### config.mk
export PLATFORM = sky130hd
export DESIGN_NAME = swt_core
export DESIGN_NICKNAME = d
export VERILOG_FILES = /design/src/rtl/shell_word_tokenizer_macros.svh /design/src/rtl/swt_pkg.sv /design/src/rtl/swt_core.sv
export SDC_FILE = /design/constraint.sdc
export NUM_CORES = 1
export LEC_CHECK = 0
export BUFFER_PORTS_ARGS = -buffer_cell sky130_fd_sc_hd__buf_4
export CAP_MARGIN = 20
export CORE_AREA = 2 2 78 80
export DETAILED_ROUTE_END_ITERATION = 8
export DIE_AREA = 0 0 80 82
export SLEW_MARGIN = 20
export SYNTH_ARGS = -nofsm -noshare
export SYNTH_HDL_FRONTEND = slang
export SYNTH_SLANG_ARGS = --single-unit
### constraint.sdc
create_clock -name vclk -period 10.1
set_clock_uncertainty 0.2 [all_clocks]
set_input_delay 1.01 -clock vclk [all_inputs]
set_output_delay 1.01 -clock vclk [all_outputs]
set_load 0.05 [all_outputs]
### src/rtl/shell_word_tokenizer_macros.svh
// Assertion macros shared by the tokenizer RTL.
`ifndef SHELL_WORD_TOKENIZER_MACROS_SVH
`define SHELL_WORD_TOKENIZER_MACROS_SVH

// Same-cycle implication, disabled while reset is asserted.
`define SWT_ASSERT_IMPL(label, clk, rst_n, ante, cons) \
    label: assert property (@(posedge clk) disable iff (!(rst_n)) (ante) |-> (cons)) \
        else $error("tokenizer same-cycle check failed");

// Next-cycle implication, disabled while reset is asserted.
`define SWT_ASSERT_NEXT(label, clk, rst_n, ante, cons) \
    label: assert property (@(posedge clk) disable iff (!(rst_n)) (ante) |=> (cons)) \
        else $error("tokenizer next-cycle check failed");

`endif

### src/rtl/swt_pkg.sv
package swt_pkg;

    typedef enum logic [1:0] {
        MODE_NORMAL = 2'd0,
        MODE_ESC    = 2'd1,
        MODE_SQ     = 2'd2,
        MODE_DQ     = 2'd3
    } t_mode;

    typedef enum logic [1:0] {
        ERR_NONE = 2'd0,
        ERR_SQ   = 2'd1,
        ERR_DQ   = 2'd2
    } t_err;

    localparam logic [7:0] CH_BSLASH = 8'h5C;
    localparam logic [7:0] CH_SQUOTE = 8'h27;
    localparam logic [7:0] CH_DQUOTE = 8'h22;
    localparam logic [7:0] CH_DOLLAR = 8'h24;
    localparam logic [7:0] CH_SPACE  = 8'h20;
    localparam logic [7:0] CH_TAB    = 8'h09;
    localparam logic [7:0] CH_CR     = 8'h0D;
    localparam logic [7:0] CH_LF     = 8'h0A;
    localparam logic [7:0] CH_BEL    = 8'h07;

    // One input item can cause at most this many results.
    localparam int MAX_RESULTS = 3;
    localparam int CNT_W       = $clog2(MAX_RESULTS + 1);

    typedef struct packed {
        logic [7:0] byte_req;
        logic       has_byte;
        logic       end_of_line;
    } t_in_item;

    typedef struct packed {
        logic [7:0] out_char;
        logic       has_char;
        logic       token_end;
        logic       glob_ok;
        logic       line_end;
        logic [1:0] error;
        logic       last;
    } t_result;

    typedef struct packed {
        t_mode      mode;
        logic [7:0] held_byte;
        logic       held_valid;
        logic       word_nonempty;
        logic       glob_flag;
    } t_state;

    localparam t_state STATE_RESET = '{
        mode:          MODE_NORMAL,
        held_byte:     8'h00,
        held_valid:    1'b0,
        word_nonempty: 1'b0,
        glob_flag:     1'b1
    };

    // Outcome of deciding one byte: updated state, at most one result and
    // whether the lookahead byte was used up as well.
    typedef struct packed {
        t_state  st;
        logic    emit;
        t_result res;
        logic    consumed;
    } t_decide;

    function automatic logic is_space(input logic [7:0] c);
        return (c == CH_SPACE) || (c == CH_TAB) || (c == CH_CR) ||
               (c == CH_LF) || (c == CH_BEL);
    endfunction

    function automatic t_decide add_char(input t_decide d_in, input logic [7:0] c,
                                         input logic quoted);
        t_decide d;
        d = d_in;
        d.emit             = 1'b1;
        d.res.out_char     = c;
        d.res.has_char     = 1'b1;
        d.st.word_nonempty = 1'b1;
        if (quoted) begin
            d.st.glob_flag = 1'b0;
        end
        return d;
    endfunction

    function automatic t_decide end_word(input t_decide d_in, input logic force_end);
        t_decide d;
        d = d_in;
        d.emit             = d_in.st.word_nonempty | force_end;
        d.res.token_end    = 1'b1;
        d.res.glob_ok      = d_in.st.glob_flag;
        d.st.word_nonempty = 1'b0;
        d.st.glob_flag     = 1'b1;
        return d;
    endfunction

    function automatic t_decide decide(input t_state st, input logic [7:0] c,
                                       input logic has_next, input logic [7:0] nx);
        t_decide d;
        logic    close_forces;
        d            = '0;
        d.st         = st;
        close_forces = !has_next || is_space(nx);
        case (st.mode)
            MODE_NORMAL: begin
                if (c == CH_BSLASH) begin
                    d.st.mode = MODE_ESC;
                end else if (c == CH_SQUOTE) begin
                    d.st.mode = MODE_SQ;
                end else if (c == CH_DQUOTE) begin
                    d.st.mode = MODE_DQ;
                end else if (is_space(c)) begin
                    d = end_word(d, 1'b0);
                end else begin
                    d = add_char(d, c, 1'b0);
                end
            end
            MODE_ESC: begin
                d = add_char(d, c, 1'b1);
                d.st.mode = MODE_NORMAL;
            end
            MODE_SQ: begin
                if (c == CH_SQUOTE) begin
                    d.st.mode = MODE_NORMAL;
                    if (close_forces) begin
                        d = end_word(d, 1'b1);
                    end
                end else begin
                    d = add_char(d, c, 1'b1);
                end
            end
            MODE_DQ: begin
                if (c == CH_DQUOTE) begin
                    d.st.mode = MODE_NORMAL;
                    if (close_forces) begin
                        d = end_word(d, 1'b1);
                    end
                end else if (c == CH_BSLASH && has_next &&
                             (nx == CH_DQUOTE || nx == CH_BSLASH ||
                              nx == CH_DOLLAR || nx == CH_SPACE)) begin
                    d = add_char(d, nx, 1'b1);
                    d.consumed = 1'b1;
                end else begin
                    d = add_char(d, c, 1'b1);
                end
            end
            default: begin
                d.st.mode = MODE_NORMAL;
            end
        endcase
        return d;
    endfunction

endpackage

### src/rtl/swt_core.sv
module swt_core (
    input  swt_pkg::t_state   i_state,
    input  swt_pkg::t_in_item i_item,
    output swt_pkg::t_state   o_state,
    output swt_pkg::t_result  o_res [swt_pkg::MAX_RESULTS],
    output logic [swt_pkg::CNT_W-1:0] o_cnt
);
    import swt_pkg::*;

    t_decide          d_a;
    t_decide          d_b;
    t_state           s_a;
    t_state           s_b;
    t_result          line_res;
    t_result          cand [MAX_RESULTS];
    logic [MAX_RESULTS-1:0] cand_v;
    logic             decide_eol;
    logic [CNT_W-1:0] cnt;

    // The held byte is decided with the new byte as lookahead.
    always_comb begin
        d_a = decide(i_state, i_state.held_byte, 1'b1, i_item.byte_req);
        s_a = i_state;
        if (i_item.has_byte) begin
            if (i_state.held_valid && d_a.consumed) begin
                s_a            = d_a.st;
                s_a.held_valid = 1'b0;
            end else if (i_state.held_valid) begin
                s_a            = d_a.st;
                s_a.held_byte  = i_item.byte_req;
                s_a.held_valid = 1'b1;
            end else begin
                s_a.held_byte  = i_item.byte_req;
                s_a.held_valid = 1'b1;
            end
        end
    end

    // At the end of the line the byte still held is decided with no lookahead.
    assign decide_eol = i_item.end_of_line && s_a.held_valid;

    always_comb begin
        d_b = decide(s_a, s_a.held_byte, 1'b0, 8'h00);
        s_b = decide_eol ? d_b.st : s_a;
    end

    always_comb begin
        line_res          = '0;
        line_res.line_end = 1'b1;
        if (s_b.mode == MODE_SQ) begin
            line_res.error = ERR_SQ;
        end else if (s_b.mode == MODE_DQ) begin
            line_res.error = ERR_DQ;
        end else if (s_b.word_nonempty) begin
            line_res.token_end = 1'b1;
            line_res.glob_ok   = s_b.glob_flag;
        end
    end

    assign cand[0] = d_a.res;
    assign cand[1] = d_b.res;
    assign cand[2] = line_res;
    assign cand_v  = {i_item.end_of_line,
                      decide_eol && d_b.emit,
                      i_item.has_byte && i_state.held_valid && d_a.emit};

    // Pack the valid candidates to the front, in order, and mark the last.
    always_comb begin
        cnt = '0;
        for (int i = 0; i < MAX_RESULTS; i++) begin
            o_res[i] = '0;
        end
        for (int i = 0; i < MAX_RESULTS; i++) begin
            if (cand_v[i]) begin
                o_res[cnt[$clog2(MAX_RESULTS)-1:0]] = cand[i];
                cnt = cnt + 1'b1;
            end
        end
        if (cnt != '0) begin
            o_res[cnt[$clog2(MAX_RESULTS)-1:0] - 1'b1].last = 1'b1;
        end
    end

    assign o_cnt   = cnt;
    assign o_state = i_item.end_of_line ? STATE_RESET : s_a;

endmodule

=== Yosys cells after proc, flatten, opt, wreduce, memory -nomap -nowiden ===
Index checks and enable logic that the tools add are counted.

* Register bits after elaboration: 0
* Bits of input ports: 23
* Output and inout bits: 60
* Word-level logic and storage cells: 120

* Add/subtract/negate cells: 3
* Order comparisons: 6
* Eq/ne operators: 32
* Mux-type cells: 49
* Bitwise operators: 3
* Reductions and logical operators: 27

{| class="wikitable"
|+ Operator list
! operator !! count
|-
| case mux 30 bit (4 select lines) || 2
|-
| two-way mux 19 bit || 9
|-
| bitwise mux 45 bit || 3
|-
| two-way mux 45 bit || 3
|-
| two-way mux 30 bit || 4
|-
| demux 15 bit (select 2 bit) || 3
|-
| == test 8 x 4 -> 1 bit (second input constant) || 9
|-
| == test 8 x 6 -> 1 bit (second input constant) || 9
|-
| two-way mux 13 bit || 4
|-
| two-way mux 15 bit || 3
|-
| two-way mux 2 bit || 15
|-
| == test 8 x 3 -> 1 bit (second input constant) || 3
|-
| == test 8 x 7 -> 1 bit (second input constant) || 3
|-
| two-way mux 16 bit || 1
|-
| logical OR 1 bit || 15
|-
| == test 2 bit (second input constant) || 6
|-
| >= comparator 3 bit (second input constant) || 3
|-
| logical AND 1 bit || 9
|-
| < comparator 3 x 1 -> 1 bit (second input constant) || 3
|-
| inverter 2 -> 3 bit || 3
|-
| adder 2 x 1 -> 2 bit (second input constant) || 2
|-
| == test 2 x 1 -> 1 bit (second input constant) || 2
|-
| zero test 2 bit || 2
|-
| two-way mux 1 bit || 2
|-
| other kinds (2) || 2
|}

=== Longest topological paths before layout ===
* Word-level depth: 35
* Mapped depth: 14
* Mapped depth without buffers: 12

=== Least setup slack after synthesis ===
OpenSTA, ideal clock, no wires.

* Path kind: input -> output
* Start point: in i_state[5] in the netlist's numbering
* End point: out o_res[22] in the netlist's numbering
* Data arrival time: 4.457 ns
* Required time: 8.890 ns
* Slack: 4.433 ns
* Stages: 11
* Path buffers: 1
* Cells stage by stage: clkbuf_1 -> or3b_1 -> a211o_1 -> a31oi_1 -> o211a_1 -> o211ai_2 -> nand3_2 -> inv_1 -> ha_1 -> or3_1 -> nor3_1

{| class="wikitable"
|+ RTL lines
! element !! line !! RTL
|-
| start: declaration || swt_core.sv:2 || <nowiki>input swt_pkg::t_state i_state,</nowiki>
|-
| end: declaration || swt_core.sv:5 || <nowiki>output swt_pkg::t_result o_res [swt_pkg::MAX_RESULTS],</nowiki>
|}

==> flow_metrics.tcl <==
set metrics [dict create \
    status "complete, no violations" \
    period_share_pct 54.8 \
    power.density_mw_per_mm2 62.2 \
    vias_per_cell 5.71 \
    initial_core_util_pct 29.0 \
    avgSynthCellArea_um2 6.16 \
    leakagePower_nw 1.03 \
    cp.arrival_ns 4.32 \
    ctsHoldBuffers 0 \
    row_count 28 \
    dp_hpwl_mm 5.35 \
    gp_congestion 0.961 \
    endpoint "o_res[27]" \
    crit_path_end_kind "primary output" \
    detail-route-antenna-nets 0 \
    final_common_cell "buf_4" \
    portBuffers 74 \
    first_pass_iters 4 \
    cts_resized 0 \
    layout_common_cells "buf_4, nor2_1, nand2_1" \
    tns_ns 0 \
    wl_mm 6.49 \
    detail_route.wl_per_cell_um 16.1 \
    post-place-cells 403 \
    synth-seq-area-share_pct 0 \
    worstHoldPathType "in2out" \
    antenna_found_initial 0 \
    clock.fmax_mhz 181 \
    rsz0062_at_grt "no" \
    drive_gt1_share_pct 28.7 \
    fin_area_mm2 0.00221 \
    peakVddDrop_uv 37.2 \
    start_kind "input pin" \
    drc 0 \
    tightestPinTransition_ns 0.746 \
    yosysUniqueCellTypes 63 \
    worst_slack_ns 4.57 \
    grt_pass1_vias 2047 \
    critPathKind "in2out" \
    layout.area.seq_um2 0 \
    cts_setup_buffers 0 \
    critical_path_required_ns 8.89 \
    netlist_top_cells_area "nor2_1, mux2i_1, buf_4" \
    nets 356 \
    timing.max_cap.violations 0 \
    core-area_mm2 0.00575 \
    dieArea_mm2 0.00656 \
    grt_max_degree 18 \
    drt_iter0_markers 167 \
    filler_cell_count 658 \
    pre_cts_ws_ns 4.59 \
    critPathMaxFanout 11 \
    synth_largest_area_cell "nor2_1" \
    hold_viol 0 \
    dr_total_vias 2301 \
    yosys_warnings 0 \
    diodes 0 \
    max_slew_margin_pct 49.8 \
    fp.dieH_um 82 \
    grt_util_all_layers_pct 19.3 \
    slew_viol_final 0 \
    synth_cells 270 \
    crit_path_start "i_state[3]" \
    fp.dieW_um 80 \
    netlist_area_mm2 0.00166 \
    fin_crit_ns 5.53 \
    grt_pass1_wl_mm 10.3 \
    multi_input_area_mm2 0.00152 \
    utilization_pct 38.5 \
    layout.cells.non_filler 403 \
    dpl_cell_area_mm2 0.00221 \
    clock_buffers 0 \
    synth_top_area_share_pct 10.4 \
    pin_count 83 \
    grt-ovfl-total 0 \
    final-setup-viol-count 0 \
    seq_cells 0 \
    synthToLayoutAreaGrowth_pct 33.1 \
]
worst max-delay path, stage by stage:
cell and delay (ns):
buf_4 0.15, or4b_4 0.55, nor3_2 0.22, nand4bb_1 0.34, a21oi_1 0.44, o211ai_2 0.13, nand3_2 0.13, inv_1 0.07
ha_1 0.35, nand2_1 0.14, inv_1 0.10, or3_1 0.39, nor2_1 0.11, buf_4 0.20
cells in the mapped netlist (all sizes together), types with 2 or more instances:
| master | number |
|---|---|
| o211ai | 3 |
| ha | 3 |
| o211a | 2 |
| o2111ai | 3 |
| nand2 | 18 |
| o2bb2ai | 2 |
| a22oi | 4 |
| xnor2 | 2 |
| nand4 | 4 |
| nor3 | 11 |
| nand4b | 2 |
| inv | 12 |
| o21ai | 11 |
| o21ba | 2 |
| and4 | 3 |
| a31oi | 7 |
| and2 | 6 |
| o221ai | 2 |
| o22ai | 7 |
| a31o | 3 |
| clkbuf | 12 |
| a211oi | 3 |
| a21oi | 10 |
| mux2i | 10 |
| nor4 | 2 |
| or2 | 7 |
| nor2b | 7 |
| nand3b | 2 |
| nand3 | 12 |
| and3 | 4 |
| and4b | 2 |
| nor2 | 46 |
| a21boi | 3 |
| buf | 12 |
| nor3b | 3 |
| or3 | 5 |
| and3b | 3 |
| o31ai | 4 |
where the power goes:
part           switching [mW]  internal, mW  total [mW]
logic                  0.0977        0.0401       0.138
clock network               0             0           0
registers                   0             0           0
cell families (layout without fill, tap and decap cells):
group,Yosys count,in the layout,synth area share (%)
other,1,9,0.225
XOR/XNOR,2,2,1.05
adder cells (fa/ha/maj),3,3,2.26
multiplexers,10,10,6.02
AND/OR/NAND/NOR,144,144,47.9
AO/OA/AOI/OAI,74,74,32.1
buffers and inverters,36,86,10.5
metrics by stage:
stage | power (mW) | hold slack (ns)
after floorplan | 0.0993 | 2.19
after global placement | 0.136 | 2.27
after detailed placement | 0.137 | 2.27
after CTS | 0.137 | 2.27
after global routing | 0.146 | 2.31
final | 0.138 | 2.27
metal layers:
layer  GRT usage (%)  routed length, um  vias to the layer above
met5               0                  0                        -
met4            1.69                 34                        0
met3            2.09                476                        4
met2            34.6               3160                      105
met1            25.8               2820                     1082
li1                -                  -                     1110
worst min path at each step:
stage                     start           to  slack, ns  cells past startpoint
finish                i_item[0]  o_state[11]       2.27                      3
CTS                   i_item[9]    o_res[44]       2.27                      4
floorplan           i_state[10]  o_state[10]       2.19                      2
detailed placement    i_item[9]    o_res[44]       2.27                      4
global placement      i_item[9]    o_res[44]       2.27                      4
global route          i_item[0]   o_state[4]       2.31                      3
cell type report:
type	count	share of cell area (%)
inverter	12	2.03
timing repair buffer	74	25.1
multi-input combinational	242	68.6
tap	75	4.24
Power figures use the tool's default switching activity.
